## src/hw/rtl/cfdc_pkg.sv

```systemverilog
`timescale 1ns / 1ps
`default_nettype none
// ----------------------------------------------------------------------------
// cfdc_pkg
// Shared types and constants of the cppm frame decoder with calibration.
// ----------------------------------------------------------------------------
package cfdc_pkg;

    localparam int CHANNELS_DEF = 8;
    localparam int STORE_DEPTH  = 8;
    localparam int STORE_IDX_W  = 3;
    localparam int SLOT_VAL_W   = 12;
    localparam int CFG_IDX_W    = 3;
    localparam int CFG_DATA_W   = 16;

    // pulses shorter than this many timer ticks are dropped
    localparam logic [15:0] MIN_TICKS = 16'd20;

    // us = ticks * 100 / 166 = ticks * 50 / 83, exact over 16-bit ticks
    localparam int          US_SHIFT = 28;
    localparam logic [27:0] US_RECIP = 28'd161708150;
    localparam int          PROD_W   = 16 + US_SHIFT;

    localparam logic [13:0]        LOW_INIT      = 14'd10000;
    localparam logic signed [13:0] CENTRE_WINDOW = 14'sd20;
    localparam logic [SLOT_VAL_W-1:0] SLOT_SAT   = 12'd4095;

    // configuration register indexes
    localparam logic [CFG_IDX_W-1:0] CFG_THR_CH   = 3'd0;
    localparam logic [CFG_IDX_W-1:0] CFG_STR_CH   = 3'd1;
    localparam logic [CFG_IDX_W-1:0] CFG_SYNC_MIN = 3'd2;
    localparam logic [CFG_IDX_W-1:0] CFG_SYNC_MAX = 3'd3;
    localparam logic [CFG_IDX_W-1:0] CFG_PULS_MIN = 3'd4;
    localparam logic [CFG_IDX_W-1:0] CFG_PULS_MAX = 3'd5;
    localparam logic [CFG_IDX_W-1:0] CFG_SPAN     = 3'd6;
    localparam logic [CFG_IDX_W-1:0] CFG_TIMEOUT  = 3'd7;

    // configuration reset values
    localparam logic [2:0]  RST_THR_CH   = 3'd2;
    localparam logic [2:0]  RST_STR_CH   = 3'd0;
    localparam logic [15:0] RST_SYNC_MIN = 16'd3000;
    localparam logic [15:0] RST_SYNC_MAX = 16'd30000;
    localparam logic [15:0] RST_PULS_MIN = 16'd600;
    localparam logic [15:0] RST_PULS_MAX = 16'd2500;
    localparam logic [11:0] RST_SPAN     = 12'd600;
    localparam logic [7:0]  RST_TIMEOUT  = 8'd50;

    typedef enum logic [1:0] {
        MODE_NOSIG = 2'd0,
        MODE_CALIB = 2'd1,
        MODE_READY = 2'd2
    } t_mode;

    // converted beat handed from the input stage to the decoder
    typedef struct packed {
        logic        action;
        logic        short_pulse;
        logic [15:0] us;
    } t_item;

endpackage
`default_nettype wire

```

## src/hw/rtl/cfdc_conv.sv

```systemverilog
`timescale 1ns / 1ps
`default_nettype none
// ----------------------------------------------------------------------------
// cfdc_conv
// Input stage: registers a beat with its width converted to microseconds.
// ----------------------------------------------------------------------------
module cfdc_conv (
    input  wire logic                i_clk,
    input  wire logic                i_rst_n,
    input  wire logic                i_load,
    input  wire logic                i_take,
    input  wire logic                i_action,
    input  wire logic [15:0]         i_pulse_ticks,
    output cfdc_pkg::t_item          o_item,
    output logic                     o_valid
);

    logic [cfdc_pkg::PROD_W-1:0] prod;
    logic                        r_valid;
    logic                        n_valid;
    cfdc_pkg::t_item             r_item;

    // multiply by the scaled reciprocal of 83/50
    assign prod = cfdc_pkg::PROD_W'(i_pulse_ticks) * cfdc_pkg::PROD_W'(cfdc_pkg::US_RECIP);

    always_comb begin
        n_valid = r_valid;
        if (i_load) begin
            n_valid = 1'b1;
        end else if (i_take) begin
            n_valid = 1'b0;
        end
    end

    always_ff @(posedge i_clk) begin
        if (!i_rst_n) begin
            r_valid <= 1'b0;
        end else begin
            r_valid <= n_valid;
        end
    end

    always_ff @(posedge i_clk) begin
        if (i_load) begin
            r_item.action      <= i_action;
            r_item.short_pulse <= (i_pulse_ticks < cfdc_pkg::MIN_TICKS);
            r_item.us          <= prod[cfdc_pkg::PROD_W-1:cfdc_pkg::US_SHIFT];
        end
    end

    assign o_item  = r_item;
    assign o_valid = r_valid;

endmodule
`default_nettype wire

```

## src/hw/rtl/cfdc_core.sv

```systemverilog
`timescale 1ns / 1ps
`default_nettype none
// ----------------------------------------------------------------------------
// cfdc_core
// Frame assembly, mode machine, configuration and result register.
// ----------------------------------------------------------------------------
module cfdc_core #(
    parameter int CHANNELS = cfdc_pkg::CHANNELS_DEF
) (
    input  wire logic                              i_clk,
    input  wire logic                              i_rst_n,
    input  wire logic                              i_take,
    input  wire logic                              i_out_stall,
    input  wire cfdc_pkg::t_item                   i_item,
    input  wire logic                              i_cfg_we,
    input  wire logic [cfdc_pkg::CFG_IDX_W-1:0]    i_cfg_index,
    input  wire logic [cfdc_pkg::CFG_DATA_W-1:0]   i_cfg_data,
    output logic                                   o_out_valid,
    output logic [1:0]                             o_run_mode,
    output logic                                   o_frame_done,
    output logic                                   o_drive_valid,
    output logic signed [12:0]                     o_throttle_offset,
    output logic signed [12:0]                     o_steering_offset,
    output logic                                   o_signal_lost,
    output logic [15:0]                            o_frame_total,
    output logic [15:0]                            o_pulse_us
);

    localparam int SLOT_W = (CHANNELS > 1) ? $clog2(CHANNELS) : 1;
    localparam int VW     = cfdc_pkg::SLOT_VAL_W;

    // configuration
    logic [2:0]  r_thr_ch, r_str_ch;
    logic [15:0] r_sync_min, r_sync_max, r_puls_min, r_puls_max;
    logic [11:0] r_span;
    logic [7:0]  r_timeout;

    // decoder state
    logic [SLOT_W-1:0]   r_slot, n_slot;
    logic                r_armed, n_armed;
    logic [VW-1:0]       r_store [cfdc_pkg::STORE_DEPTH];
    logic                r_have, n_have;
    cfdc_pkg::t_mode     r_mode, n_mode;
    logic [13:0]         r_tlow, n_tlow;
    logic [VW-1:0]       r_thigh, n_thigh;
    logic [VW-1:0]       r_tmid, n_tmid;
    logic [VW-1:0]       r_smid, n_smid;
    logic [15:0]         r_fcount, n_fcount;
    logic [7:0]          r_idle, n_idle;
    logic [15:0]         r_last, n_last;

    // result register
    logic                r_out_valid, n_out_valid;
    cfdc_pkg::t_mode     r_o_mode;
    logic                r_o_done, n_done;
    logic                r_o_drive, n_drive;
    logic signed [12:0]  r_o_thr, n_thr_off;
    logic signed [12:0]  r_o_str, n_str_off;
    logic                r_o_lost, n_lost;
    logic [15:0]         r_o_fcount, r_o_last;

    logic [SLOT_W:0]                  slot_nx;
    logic [31:0]                      slot_wide;
    logic [cfdc_pkg::STORE_IDX_W-1:0] wr_idx;
    logic                             wr_en;
    logic                             clr;
    logic [VW-1:0]                    sat_us;
    logic [VW-1:0]                    thr, str;
    logic                             is_sync, is_chan;

    assign slot_nx   = {1'b0, r_slot} + 1'b1;
    assign slot_wide = 32'(r_slot);
    assign wr_idx    = slot_wide[cfdc_pkg::STORE_IDX_W-1:0];
    assign sat_us    = (i_item.us > 16'(cfdc_pkg::SLOT_SAT)) ? cfdc_pkg::SLOT_SAT
                                                            : i_item.us[VW-1:0];
    assign is_sync   = (i_item.us >= r_sync_min) && (i_item.us < r_sync_max);
    assign is_chan   = (i_item.us >= r_puls_min) && (i_item.us < r_puls_max);

    // channel beat on an armed frame lands in its slot while the slot exists
    assign wr_en     = i_take && !i_item.action && !i_item.short_pulse && !is_sync &&
                       is_chan && r_armed && (32'(r_slot) < cfdc_pkg::STORE_DEPTH);

    // the slot written by this beat is visible to the frame it completes
    assign thr = (wr_en && (wr_idx == r_thr_ch)) ? sat_us : r_store[r_thr_ch];
    assign str = (wr_en && (wr_idx == r_str_ch)) ? sat_us : r_store[r_str_ch];

    always_comb begin
        logic [13:0]        c_low;
        logic [VW-1:0]      c_high;
        logic [14:0]        c_sum;
        logic [VW-1:0]      c_mid;
        logic signed [13:0] c_diff;
        logic [13:0]        c_range;
        cfdc_pkg::t_mode    f_mode;

        n_slot    = r_slot;
        n_armed   = r_armed;
        n_have    = r_have;
        n_mode    = r_mode;
        n_tlow    = r_tlow;
        n_thigh   = r_thigh;
        n_tmid    = r_tmid;
        n_smid    = r_smid;
        n_fcount  = r_fcount;
        n_idle    = r_idle;
        n_last    = r_last;
        n_done    = 1'b0;
        n_drive   = 1'b0;
        n_lost    = 1'b0;
        n_thr_off = '0;
        n_str_off = '0;
        clr       = 1'b0;
        c_low     = '0;
        c_high    = '0;
        c_sum     = '0;
        c_mid     = '0;
        c_diff    = '0;
        c_range   = '0;
        f_mode    = r_mode;

        if (i_take) begin
            if (i_item.action) begin
                if (r_have) begin
                    if (r_idle >= r_timeout) begin
                        n_lost = 1'b1;
                        n_have = 1'b0;
                        n_mode = cfdc_pkg::MODE_NOSIG;
                        n_idle = '0;
                    end else begin
                        n_idle = r_idle + 8'd1;
                    end
                end
            end else if (!i_item.short_pulse) begin
                n_last = i_item.us;
                if (is_sync) begin
                    n_slot  = '0;
                    n_armed = 1'b1;
                    clr     = 1'b1;
                end else if (is_chan && r_armed) begin
                    if (32'(slot_nx) >= CHANNELS) begin
                        n_slot   = '0;
                        n_armed  = 1'b0;
                        n_fcount = r_fcount + 16'd1;
                        n_done   = 1'b1;
                        n_idle   = '0;
                        f_mode   = r_mode;
                        c_low    = r_tlow;
                        c_high   = r_thigh;
                        if (!r_have) begin
                            n_have = 1'b1;
                            f_mode = cfdc_pkg::MODE_CALIB;
                            c_low  = cfdc_pkg::LOW_INIT;
                            c_high = '0;
                            n_smid = str;
                        end
                        n_tlow  = c_low;
                        n_thigh = c_high;
                        n_mode  = f_mode;
                        case (f_mode)
                            cfdc_pkg::MODE_READY: begin
                                n_drive   = 1'b1;
                                n_thr_off = $signed({1'b0, thr}) - $signed({1'b0, r_tmid});
                                n_str_off = $signed({1'b0, str}) - $signed({1'b0, r_smid});
                            end
                            cfdc_pkg::MODE_CALIB: begin
                                if ({2'b00, thr} < c_low) begin
                                    c_low = {2'b00, thr};
                                end
                                if (thr > c_high) begin
                                    c_high = thr;
                                end
                                c_sum   = {1'b0, c_low} + {3'b000, c_high};
                                c_mid   = c_sum[VW:1];
                                c_diff  = $signed({2'b00, thr}) - $signed({2'b00, c_mid});
                                c_range = ({2'b00, c_high} >= c_low) ?
                                          ({2'b00, c_high} - c_low) : 14'd0;
                                n_tlow  = c_low;
                                n_thigh = c_high;
                                n_tmid  = c_mid;
                                if ((c_range > {2'b00, r_span}) &&
                                    (c_diff > -cfdc_pkg::CENTRE_WINDOW) &&
                                    (c_diff < cfdc_pkg::CENTRE_WINDOW)) begin
                                    n_mode = cfdc_pkg::MODE_READY;
                                end
                            end
                            default: begin
                            end
                        endcase
                    end else begin
                        n_slot = slot_nx[SLOT_W-1:0];
                    end
                end
            end
        end
    end

    always_comb begin
        n_out_valid = r_out_valid;
        if (i_take) begin
            n_out_valid = 1'b1;
        end else if (!i_out_stall) begin
            n_out_valid = 1'b0;
        end
    end

    always_ff @(posedge i_clk) begin
        if (!i_rst_n) begin
            r_thr_ch    <= cfdc_pkg::RST_THR_CH;
            r_str_ch    <= cfdc_pkg::RST_STR_CH;
            r_sync_min  <= cfdc_pkg::RST_SYNC_MIN;
            r_sync_max  <= cfdc_pkg::RST_SYNC_MAX;
            r_puls_min  <= cfdc_pkg::RST_PULS_MIN;
            r_puls_max  <= cfdc_pkg::RST_PULS_MAX;
            r_span      <= cfdc_pkg::RST_SPAN;
            r_timeout   <= cfdc_pkg::RST_TIMEOUT;
        end else if (i_cfg_we) begin
            case (i_cfg_index)
                cfdc_pkg::CFG_THR_CH:   r_thr_ch   <= i_cfg_data[2:0];
                cfdc_pkg::CFG_STR_CH:   r_str_ch   <= i_cfg_data[2:0];
                cfdc_pkg::CFG_SYNC_MIN: r_sync_min <= i_cfg_data;
                cfdc_pkg::CFG_SYNC_MAX: r_sync_max <= i_cfg_data;
                cfdc_pkg::CFG_PULS_MIN: r_puls_min <= i_cfg_data;
                cfdc_pkg::CFG_PULS_MAX: r_puls_max <= i_cfg_data;
                cfdc_pkg::CFG_SPAN:     r_span     <= i_cfg_data[11:0];
                cfdc_pkg::CFG_TIMEOUT:  r_timeout  <= i_cfg_data[7:0];
                default: begin
                end
            endcase
        end
    end

    always_ff @(posedge i_clk) begin
        if (!i_rst_n) begin
            r_slot      <= '0;
            r_armed     <= 1'b0;
            r_have      <= 1'b0;
            r_mode      <= cfdc_pkg::MODE_NOSIG;
            r_tlow      <= '0;
            r_thigh     <= '0;
            r_tmid      <= '0;
            r_smid      <= '0;
            r_fcount    <= '0;
            r_idle      <= '0;
            r_last      <= '0;
            r_out_valid <= 1'b0;
        end else begin
            r_slot      <= n_slot;
            r_armed     <= n_armed;
            r_have      <= n_have;
            r_mode      <= n_mode;
            r_tlow      <= n_tlow;
            r_thigh     <= n_thigh;
            r_tmid      <= n_tmid;
            r_smid      <= n_smid;
            r_fcount    <= n_fcount;
            r_idle      <= n_idle;
            r_last      <= n_last;
            r_out_valid <= n_out_valid;
        end
    end

    // sync clears the slots so a selector outside the frame reads zero
    always_ff @(posedge i_clk) begin
        if (clr) begin
            for (int k = 0; k < cfdc_pkg::STORE_DEPTH; k++) begin
                r_store[k] <= '0;
            end
        end else if (wr_en) begin
            r_store[wr_idx] <= sat_us;
        end
    end

    always_ff @(posedge i_clk) begin
        if (i_take) begin
            r_o_mode   <= n_mode;
            r_o_done   <= n_done;
            r_o_drive  <= n_drive;
            r_o_thr    <= n_thr_off;
            r_o_str    <= n_str_off;
            r_o_lost   <= n_lost;
            r_o_fcount <= n_fcount;
            r_o_last   <= n_last;
        end
    end

    assign o_out_valid       = r_out_valid;
    assign o_run_mode        = r_o_mode;
    assign o_frame_done      = r_o_done;
    assign o_drive_valid     = r_o_drive;
    assign o_throttle_offset = r_o_thr;
    assign o_steering_offset = r_o_str;
    assign o_signal_lost     = r_o_lost;
    assign o_frame_total     = r_o_fcount;
    assign o_pulse_us        = r_o_last;

endmodule
`default_nettype wire

```

## src/hw/rtl/cppm_frame_decoder_with_calibration.sv

```systemverilog
`timescale 1ns / 1ps
`default_nettype none
// ----------------------------------------------------------------------------
// cppm_frame_decoder_with_calibration
// Decodes a cppm pulse train into frames and calibrated drive offsets.
// ----------------------------------------------------------------------------
// Input channel (i_in_valid / o_in_stall): one beat is either a captured pulse
// width in timer ticks (i_action low) or a centisecond tick (i_action high).
// Output channel (o_out_valid / i_out_stall): exactly one result beat per
// input beat, in order, with mode, frame flags, offsets and counters.
// Configuration: i_cfg_we writes i_cfg_data into register i_cfg_index; write
// only while no beat is in flight.
// A beat passes an input stage holding the tick-to-microsecond product, then
// a decode stage into the result register. One beat is taken every cycle
// while the output does not stall; decode state is updated as each beat is
// taken, so beats may follow back to back.
// A stalled receiver holds the result register; the input stage still takes
// one more beat, after which o_in_stall follows i_out_stall.
// Reset (synchronous, active low) empties both stages, restores register
// defaults and returns the decoder to no-signal, waiting for a sync pulse.
// ----------------------------------------------------------------------------
module cppm_frame_decoder_with_calibration #(
    parameter int CHANNELS = cfdc_pkg::CHANNELS_DEF
) (
    input  wire logic                              i_clk,
    input  wire logic                              i_rst_n,
    input  wire logic                              i_in_valid,
    output logic                                   o_in_stall,
    input  wire logic                              i_action,
    input  wire logic [15:0]                       i_pulse_ticks,
    output logic                                   o_out_valid,
    input  wire logic                              i_out_stall,
    output logic [1:0]                             o_run_mode,
    output logic                                   o_frame_done,
    output logic                                   o_drive_valid,
    output logic signed [12:0]                     o_throttle_offset,
    output logic signed [12:0]                     o_steering_offset,
    output logic                                   o_signal_lost,
    output logic [15:0]                            o_frame_total,
    output logic [15:0]                            o_pulse_us,
    input  wire logic                              i_cfg_we,
    input  wire logic [cfdc_pkg::CFG_IDX_W-1:0]    i_cfg_index,
    input  wire logic [cfdc_pkg::CFG_DATA_W-1:0]   i_cfg_data
);

    cfdc_pkg::t_item item;
    logic            item_valid;
    logic            dec_ready;
    logic            in_ready;
    logic            load;
    logic            take;

    assign dec_ready  = !o_out_valid || !i_out_stall;
    assign in_ready   = !item_valid || dec_ready;
    assign o_in_stall = !in_ready;
    assign load       = i_in_valid && in_ready;
    assign take       = item_valid && dec_ready;

    cfdc_conv u_conv (
        .i_clk         (i_clk),
        .i_rst_n       (i_rst_n),
        .i_load        (load),
        .i_take        (take),
        .i_action      (i_action),
        .i_pulse_ticks (i_pulse_ticks),
        .o_item        (item),
        .o_valid       (item_valid)
    );

    cfdc_core #(
        .CHANNELS (CHANNELS)
    ) u_core (
        .i_clk             (i_clk),
        .i_rst_n           (i_rst_n),
        .i_take            (take),
        .i_out_stall       (i_out_stall),
        .i_item            (item),
        .i_cfg_we          (i_cfg_we),
        .i_cfg_index       (i_cfg_index),
        .i_cfg_data        (i_cfg_data),
        .o_out_valid       (o_out_valid),
        .o_run_mode        (o_run_mode),
        .o_frame_done      (o_frame_done),
        .o_drive_valid     (o_drive_valid),
        .o_throttle_offset (o_throttle_offset),
        .o_steering_offset (o_steering_offset),
        .o_signal_lost     (o_signal_lost),
        .o_frame_total     (o_frame_total),
        .o_pulse_us        (o_pulse_us)
    );

`ifndef SYNTHESIS
    // offsets only come from a completed frame in ready mode
    a_drive_ready: assert property (@(posedge i_clk) disable iff (!i_rst_n)
        (o_out_valid && o_drive_valid) |->
            (o_frame_done && (o_run_mode == cfdc_pkg::MODE_READY)))
        else $error("drive offsets outside a ready frame");

    a_offsets_zero: assert property (@(posedge i_clk) disable iff (!i_rst_n)
        (o_out_valid && !o_drive_valid) |->
            ((o_throttle_offset == 13'sd0) && (o_steering_offset == 13'sd0)))
        else $error("non-zero offsets without drive");

    a_lost_mode: assert property (@(posedge i_clk) disable iff (!i_rst_n)
        (o_out_valid && o_signal_lost) |->
            ((o_run_mode == cfdc_pkg::MODE_NOSIG) && !o_frame_done))
        else $error("signal loss with a live mode or frame");

    a_frame_mode: assert property (@(posedge i_clk) disable iff (!i_rst_n)
        (o_out_valid && o_frame_done) |-> (o_run_mode != cfdc_pkg::MODE_NOSIG))
        else $error("completed frame left no-signal mode");

    a_stall_hold: assert property (@(posedge i_clk) disable iff (!i_rst_n)
        (item_valid && o_out_valid && i_out_stall) |=> item_valid)
        else $error("input stage dropped a beat under stall");
`endif

endmodule
`default_nettype wire

```

## config.mk

```make
export PLATFORM = sky130hd
export DESIGN_NAME = cppm_frame_decoder_with_calibration
export DESIGN_NICKNAME = d
export VERILOG_FILES = /design/src/hw/rtl/cfdc_pkg.sv /design/src/hw/rtl/cfdc_conv.sv /design/src/hw/rtl/cfdc_core.sv /design/src/hw/rtl/cppm_frame_decoder_with_calibration.sv
export SDC_FILE = /design/constraint.sdc
export NUM_CORES = 1
export LEC_CHECK = 0
export ABC_AREA = 1
export BUFFER_PORTS_ARGS = -buffer_cell sky130_fd_sc_hd__buf_2
export CAP_MARGIN = 5
export CORE_AREA = 4 4 313 315
export DETAILED_ROUTE_END_ITERATION = 8
export DIE_AREA = 0 0 317 319
export SLEW_MARGIN = 10
export SYNTH_ARGS = -nofsm -noshare
export SYNTH_HDL_FRONTEND = slang
export SYNTH_SLANG_ARGS = --single-unit
```

## constraint.sdc

```tcl
create_clock -name i_clk -period 24.8 [get_ports i_clk]
set_clock_uncertainty 0.05 [all_clocks]
set_input_delay 2.48 -clock i_clk [delete_from_list [all_inputs] [get_ports i_clk]]
set_output_delay 2.48 -clock i_clk [all_outputs]
set_load 0.05 [all_outputs]
```

==> results_dict.tcl, run 1 <==
set metrics [dict create \
    status "finished, final reports clean" \
    worst_slack_ns 14.87 \
    start_util_pct 29.85 \
    path_class "in2reg" \
    core-area_um2 94870 \
    grt_pass1_wl_um 124000 \
    grt.total_usage_pct 15.42 \
    antenna_found_initial 6 \
    postCtsSetupBuffers 0 \
    drive_gt1_share_pct 7.756 \
    cts_buffer_depth 3 \
    start_kind "primary input" \
    min_period_over_period_pct 40.04 \
    synth_edf_count 177 \
    hold_violations 0 \
    tightestPinTransition_ns 1.092 \
    clk_latency_ns 0.58 \
    hpwlAfterDp_um 60260 \
    cp_data_required_time_ns 25.07 \
    ctsHtreeMaxLevel 2 \
    arrival_ns 10.20 \
    cts_hold_buf 0 \
    cts_resized 0 \
    grt_max_degree 106 \
    port_buffers 105 \
    power.total_mw 2.912 \
    drc 0 \
    yosysWarnings 0 \
    cp-end-kind "flip-flop" \
    yosysTopAreaCell "edfxtp_1" \
    first_pass_iters 6 \
    die_area_um2 101100 \
    async_flop_share_pct 0 \
    rsz0062_at_grt "false" \
    ant_nets 0 \
    p_sw_share_pct 43.47 \
    setup_viol 0 \
    dp_cells 4709 \
    wl_um 79500 \
    fin_util_pct 33.21 \
    synth-main-ff-cell "dfxtp_1" \
    cts.clk_slew.worst_paths_ns 0.06 \
    p_leak_nw 14.64 \
    power_frac_seq_pct 25.9 \
    wl_per_cell_um 16.61 \
    nNetsFinal 4016 \
    holdCritPathClass "reg2reg" \
    crit_slowest_cell "o21ai_0" \
    syn_nets 3952 \
    min_period_ns 9.929 \
    cts.sinks 372 \
    grt_remaining_overflow 0 \
    yosysUniqueCellTypes 61 \
    slew_viol_final 0 \
    clock-root-buffer "clkbuf_16" \
    place_ws_ns 14.27 \
    die_h_um 319 \
    max-vdd-ir-drop_v 0.00008596 \
    fmax_mhz 100.7 \
    netlist_area_um2 28320 \
    switchingPower_mw 1.266 \
    fp.dieW_um 317 \
    instances_no_fill 4787 \
    gp_congestion 0.9151 \
    final_area_um2 31500 \
    first_iter_violations 1898 \
    num_rows 113 \
    power_density_nw_per_um2 92.43 \
    slew-limit-headroom_pct 26.95 \
    tns_ns 0 \
    syn2layout_area_growth_pct 11.25 \
    num_vias 22970 \
    synth_cells 3424 \
    path_buf_inv 11 \
    holdWs_ns 0.3837 \
    synth_area_per_cell_um2 8.270 \
    cts_tree "done" \
    dpl_cell_area_um2 30160 \
    ioPinCount 106 \
    ys_ff_latch 372 \
    internal_power_mw 1.646 \
    p_clk_share_pct 21.1 \
    synth.top_cell.area_share_pct 18.77 \
    crit_path_max_incr_delay_ns 0.58 \
    cp_max_fo 52 \
    critPathMostFrequentCell "nand2_1" \
    vias_per_cell 4.798 \
    cts_buffers 42 \
    ys_top_cells_by_area "edfxtp_1, ha_1, dfxtp_1" \
    pwr-share-comb_pct 53.0 \
    cpLargestDelayFamily "simple AND/OR/NAND/NOR gates" \
    grt_pass1_vias 21820 \
    ys_seq_area_share_pct 32.56 \
    maxCapViolations 0 \
]
==> cells in the mapped netlist, types with 25 or more instances <==
| master | n |
|---|---|
| inv_1 | 604 |
| o221ai_1 | 35 |
| fa_1 | 151 |
| nand3_1 | 78 |
| edfxtp_1 | 177 |
| ha_1 | 336 |
| nor2_1 | 372 |
| o21ai_0 | 308 |
| a21oi_1 | 271 |
| dfxtp_1 | 195 |
| o211ai_1 | 44 |
| nand2_1 | 444 |
| xor2_1 | 47 |
| or2_2 | 25 |
| clkbuf_1 | 86 |
==> final timing paths <==
kind                            depth (start not counted)                        endpoint                            from  slack [ns]
worst min-delay path                                    2  u_core.r_tlow[12]$_SDFFE_PN0P_  u_core.r_tlow[12]$_SDFFE_PN0P_        0.38
worst min register to register                          2  u_core.r_tlow[12]$_SDFFE_PN0P_  u_core.r_tlow[12]$_SDFFE_PN0P_        0.38
worst max-delay path                                   47  u_core.o_run_mode[0]$_DFFE_PP_                     i_out_stall       14.87
worst max register to register                         44  u_core.o_run_mode[0]$_DFFE_PP_     u_conv.o_item[15]$_DFFE_PP_       16.16
==> placed cells by master (no fill, tap or decap), types with 23 or more instances in the layout <==
master     synthesis  final
buf_2             10    104
a21oi_1          271    271
nor2_1           372    371
o211ai_1          44     44
o221ai_1          35     35
dfxtp_1          195    195
clkbuf_16          0     45
inv_1            604    604
nand2_1          444    444
o21ai_0          308    308
buf_4              4     24
nand3_1           78     78
edfxtp_1         177    177
ha_1             336    336
fa_1             151    151
xor2_1            47     47
a211oi_1          23     23
or2_2             25     25
==> state kept, by name, summed over array words and instances, names as in the netlist, 14 cells and up, named ones only <==
register,cells
u_core.r_last,16
u_core.r_puls_min,16
u_core.r_sync_max,16
u_core.r_fcount,16
u_conv.o_item,18
u_core.r_store,96
u_core.r_tlow,14
u_core.r_sync_min,16
u_core.r_puls_max,16
u_core.o_pulse_us,16
u_core.o_frame_total,16
==> per-layer routing <==
layer	track usage, %	wire length [um]	vias to the layer above
met4	4.407	2347	6
li1	-	-	11430
met3	1.922	4292	137
met2	24.93	36180	688
met1	21.63	36640	10710
met5	0	42	-
==> power by group through the flow <==
stage | Combinational [mW] | Clock (mW) | Sequential (mW)
after CTS | 1.55 | 0.631 | 0.754
after global routing | 1.79 | 0.655 | 0.757
final | 1.54 | 0.615 | 0.754
after global placement | 1.52 | 0 | 0.768
after detailed placement | 1.53 | 0 | 0.768
after floorplan | 1.15 | 0 | 0.750
==> cell families after synthesis <==
group | share of synthesized area [%]
AO/OA/AOI/OAI | 15.18
XOR/XNOR | 1.639
adder cells (fa/ha/maj) | 25.52
buffers and inverters | 9.770
flip-flops | 32.56
AND/OR/NAND/NOR | 15.33
==> area by class of cell <==
cell class,count,area [um^2]
fill,9882,63370
multi-input combinational,2325,16330
sequential,372,9219
inverter,619,2326
tap,1265,1583
clock buffer,53,1166
timing repair buffer,128,700.7
clock inverter,23,168.9
antenna,2,5.005
==> worst min-delay path, stage by stage (launching register included) <==
cell	delay (ns)
dfxtp_1	0.31
nand2_1	0.05
a21oi_1	0.03
No activity file was read; power rests on OpenSTA's default activity.
==> run 2: changes to the inputs <==
ABC_AREA = 0   (was 1)
CORE_AREA = 4 4 312 314   (was 4 4 313 315)
DIE_AREA = 0 0 316 318   (was 0 0 317 319)
clock period = 9.3 ns   (was 24.8 ns; I/O delays follow)
==> results_dict.tcl, run 2 <==
set metrics [dict create \
    setup_viol 0 \
    drc 0 \
    wl_per_cell_um 18.79 \
    p_clk_share_pct 22.9 \
    cts_buffer_depth 3 \
    slew-limit-headroom_pct 36.02 \
    p_leak_nw 13.82 \
    tightestPinTransition_ns 0.9561 \
    grt_max_degree 69 \
    yosysMostFrequentCell "inv_1" \
    dpl_cell_area_um2 30700 \
    regMostFlops "u_core.r_store" \
    largest_reg_flops 96 \
    fin_util_pct 34.35 \
    antenna_found_initial 13 \
    hpwlAfterDp_um 64150 \
    cts_buffers 43 \
    ys_ff_latch 372 \
    cts.sinks 372 \
    p_sw_share_pct 39.97 \
    crit_path_max_incr_delay_ns 0.60 \
    first_iter_violations 1598 \
    clk_latency_ns 0.57 \
    num_rows 113 \
    first_pass_iters 5 \
    cp_max_fo 7 \
    status "finished, final reports clean" \
    start_util_pct 29.88 \
    min_period_over_period_pct 95.28 \
    synth.top_cell.area_share_pct 18.81 \
    grt.total_usage_pct 16.34 \
    netlist_area_um2 28260 \
    die_h_um 318 \
    synth_common_cells "inv_1, ha_1, nand2_1, nor2_1, a21oi_1" \
    final_area_um2 32490 \
    num_vias 22080 \
    worst_slack_ns 0.4390 \
    grt_pass1_vias 21900 \
    ant_nets 0 \
    gp_congestion 0.9456 \
    holdCritPathClass "reg2reg" \
    port_buffers 105 \
    path_class "reg2reg" \
    switchingPower_mw 2.975 \
    grt_pass1_wl_um 128600 \
    hold_violations 0 \
    yosysWarnings 0 \
    cp_data_required_time_ns 9.54 \
    fmax_mhz 112.9 \
    syn_nets 3499 \
    final_cell_mix "inv_1, ha_1, nand2_1" \
    power_frac_seq_pct 26.1 \
    synth_cells 2971 \
    clock-root-buffer "clkbuf_16" \
    maxCapViolations 0 \
    grt_remaining_overflow 0 \
    async_flop_share_pct 0 \
    slew_viol_final 0 \
    synth_area_per_cell_um2 9.512 \
    cts_tree "done" \
    arrival_ns 9.10 \
    internal_power_mw 4.469 \
    cts.clk_slew.worst_paths_ns 0.06 \
    min_period_ns 8.861 \
    cp-end-kind "flip-flop" \
    layout_commonest_cell "inv_1" \
    ioPinCount 106 \
    fp.dieW_um 316 \
    yosysTopAreaCell "edfxtp_1" \
    start_kind "flip-flop" \
    place_ws_ns -0.3392 \
    synth-main-ff-cell "dfxtp_1" \
    holdWs_ns 0.3991 \
    pwr-share-comb_pct 51.0 \
    nNetsFinal 3651 \
    max-vdd-ir-drop_v 0.0001677 \
    yosysUniqueCellTypes 93 \
    syn2layout_area_growth_pct 14.98 \
    ctsHtreeMaxLevel 2 \
    ys_top_cells_by_area "edfxtp_1, ha_1, dfxtp_1" \
    ys_seq_area_share_pct 32.62 \
    synth_edf_count 177 \
    vias_per_cell 4.984 \
    crit_slowest_cell "or4_4" \
    drive_gt1_share_pct 14.31 \
    die_area_um2 100500 \
    wl_um 83230 \
    core-area_um2 94590 \
    power_density_nw_per_um2 229.1 \
    power.total_mw 7.444 \
]
==> run 2: cell type report <==
type	count	area (um^2)
Antenna cell	6	15.01
Fill cell	9611	62090
Clock inverter	16	132.6
Inverter	382	1441
Clock buffer	64	1287
Multi-Input combinational cell	2100	17370
Sequential cell	372	9219
Timing Repair Buffer	224	1448
Tap cell	1265	1583
==> run 2: timing repair <==
action,CTS,global route
setup buffers,3,17
hold buffers,0,0
resized for setup,3,47
pin swaps,1,12
gates cloned,1,0
setup endpoints to repair,4,4
==> run 2: metrics by stage <==
stage | std cells | setup TNS (ns)
2_1_floorplan | 2971 | 0
3_3_place_gp | 4322 | -0.2044
3_5_place_dp | 4322 | -0.7404
4_1_cts | 4406 | 0
5_1_grt | 4423 | -0.1869
6_report | 4429 | 0
==> run 2: final timing paths <==
kind / startpoint / end / slack, ns / cells after the start
max reg2reg: u_conv.o_item[10]$_DFFE_PP_ / u_core.o_run_mode[1]$_DFFE_PP_ / 0.44 / 42
min reg2reg: u_core.r_smid[5]$_SDFFE_PN0P_ / u_core.r_smid[5]$_SDFFE_PN0P_ / 0.40 / 2
min: u_core.r_smid[5]$_SDFFE_PN0P_ / u_core.r_smid[5]$_SDFFE_PN0P_ / 0.40 / 2
max: u_conv.o_item[10]$_DFFE_PP_ / u_core.o_run_mode[1]$_DFFE_PP_ / 0.44 / 42
==> run 2: routing by layer <==
layer / GRT usage, % / wire (um) / part of all wire, %
met1: 21.98 / 36100 / 43
met2: 27.28 / 39120 / 47
met3: 2.449 / 5517 / 6.6
met4: 4.579 / 2468 / 3.0
met5: 0 / 27 / 0.032
==> run 2: kinds of logic after synthesis <==
kind of cell / synth area share, %
XOR/XNOR: 2.324
AO/OA/AOI/OAI: 12.30
multiplexers: 5.818
AND/OR/NAND/NOR: 14.54
adder cells (fa/ha/maj): 25.61
flip-flops: 32.62
buffers and inverters: 6.783
==> run 2: critical path: cells and delay by family (launching register included) <==
kind	cells	cell delay, ns
adders and majority gates	4	1.15
and+or+nand+nor	13	2.69
AOI/OAI and AO/OA	20	3.39
buffers and inverters	5	0.82
DFF	1	0.46
==> run 2: power by group through the flow <==
stage          sequential, mW  combinational [mW]  clock [mW]
3_5_place_dp             1.99                3.67           0
6_report                 1.94                3.80        1.70
4_1_cts                  1.95                3.71        1.74
5_1_grt                  1.95                4.30        1.80
3_3_place_gp             1.98                3.63           0
2_1_floorplan            2.01                2.54           0
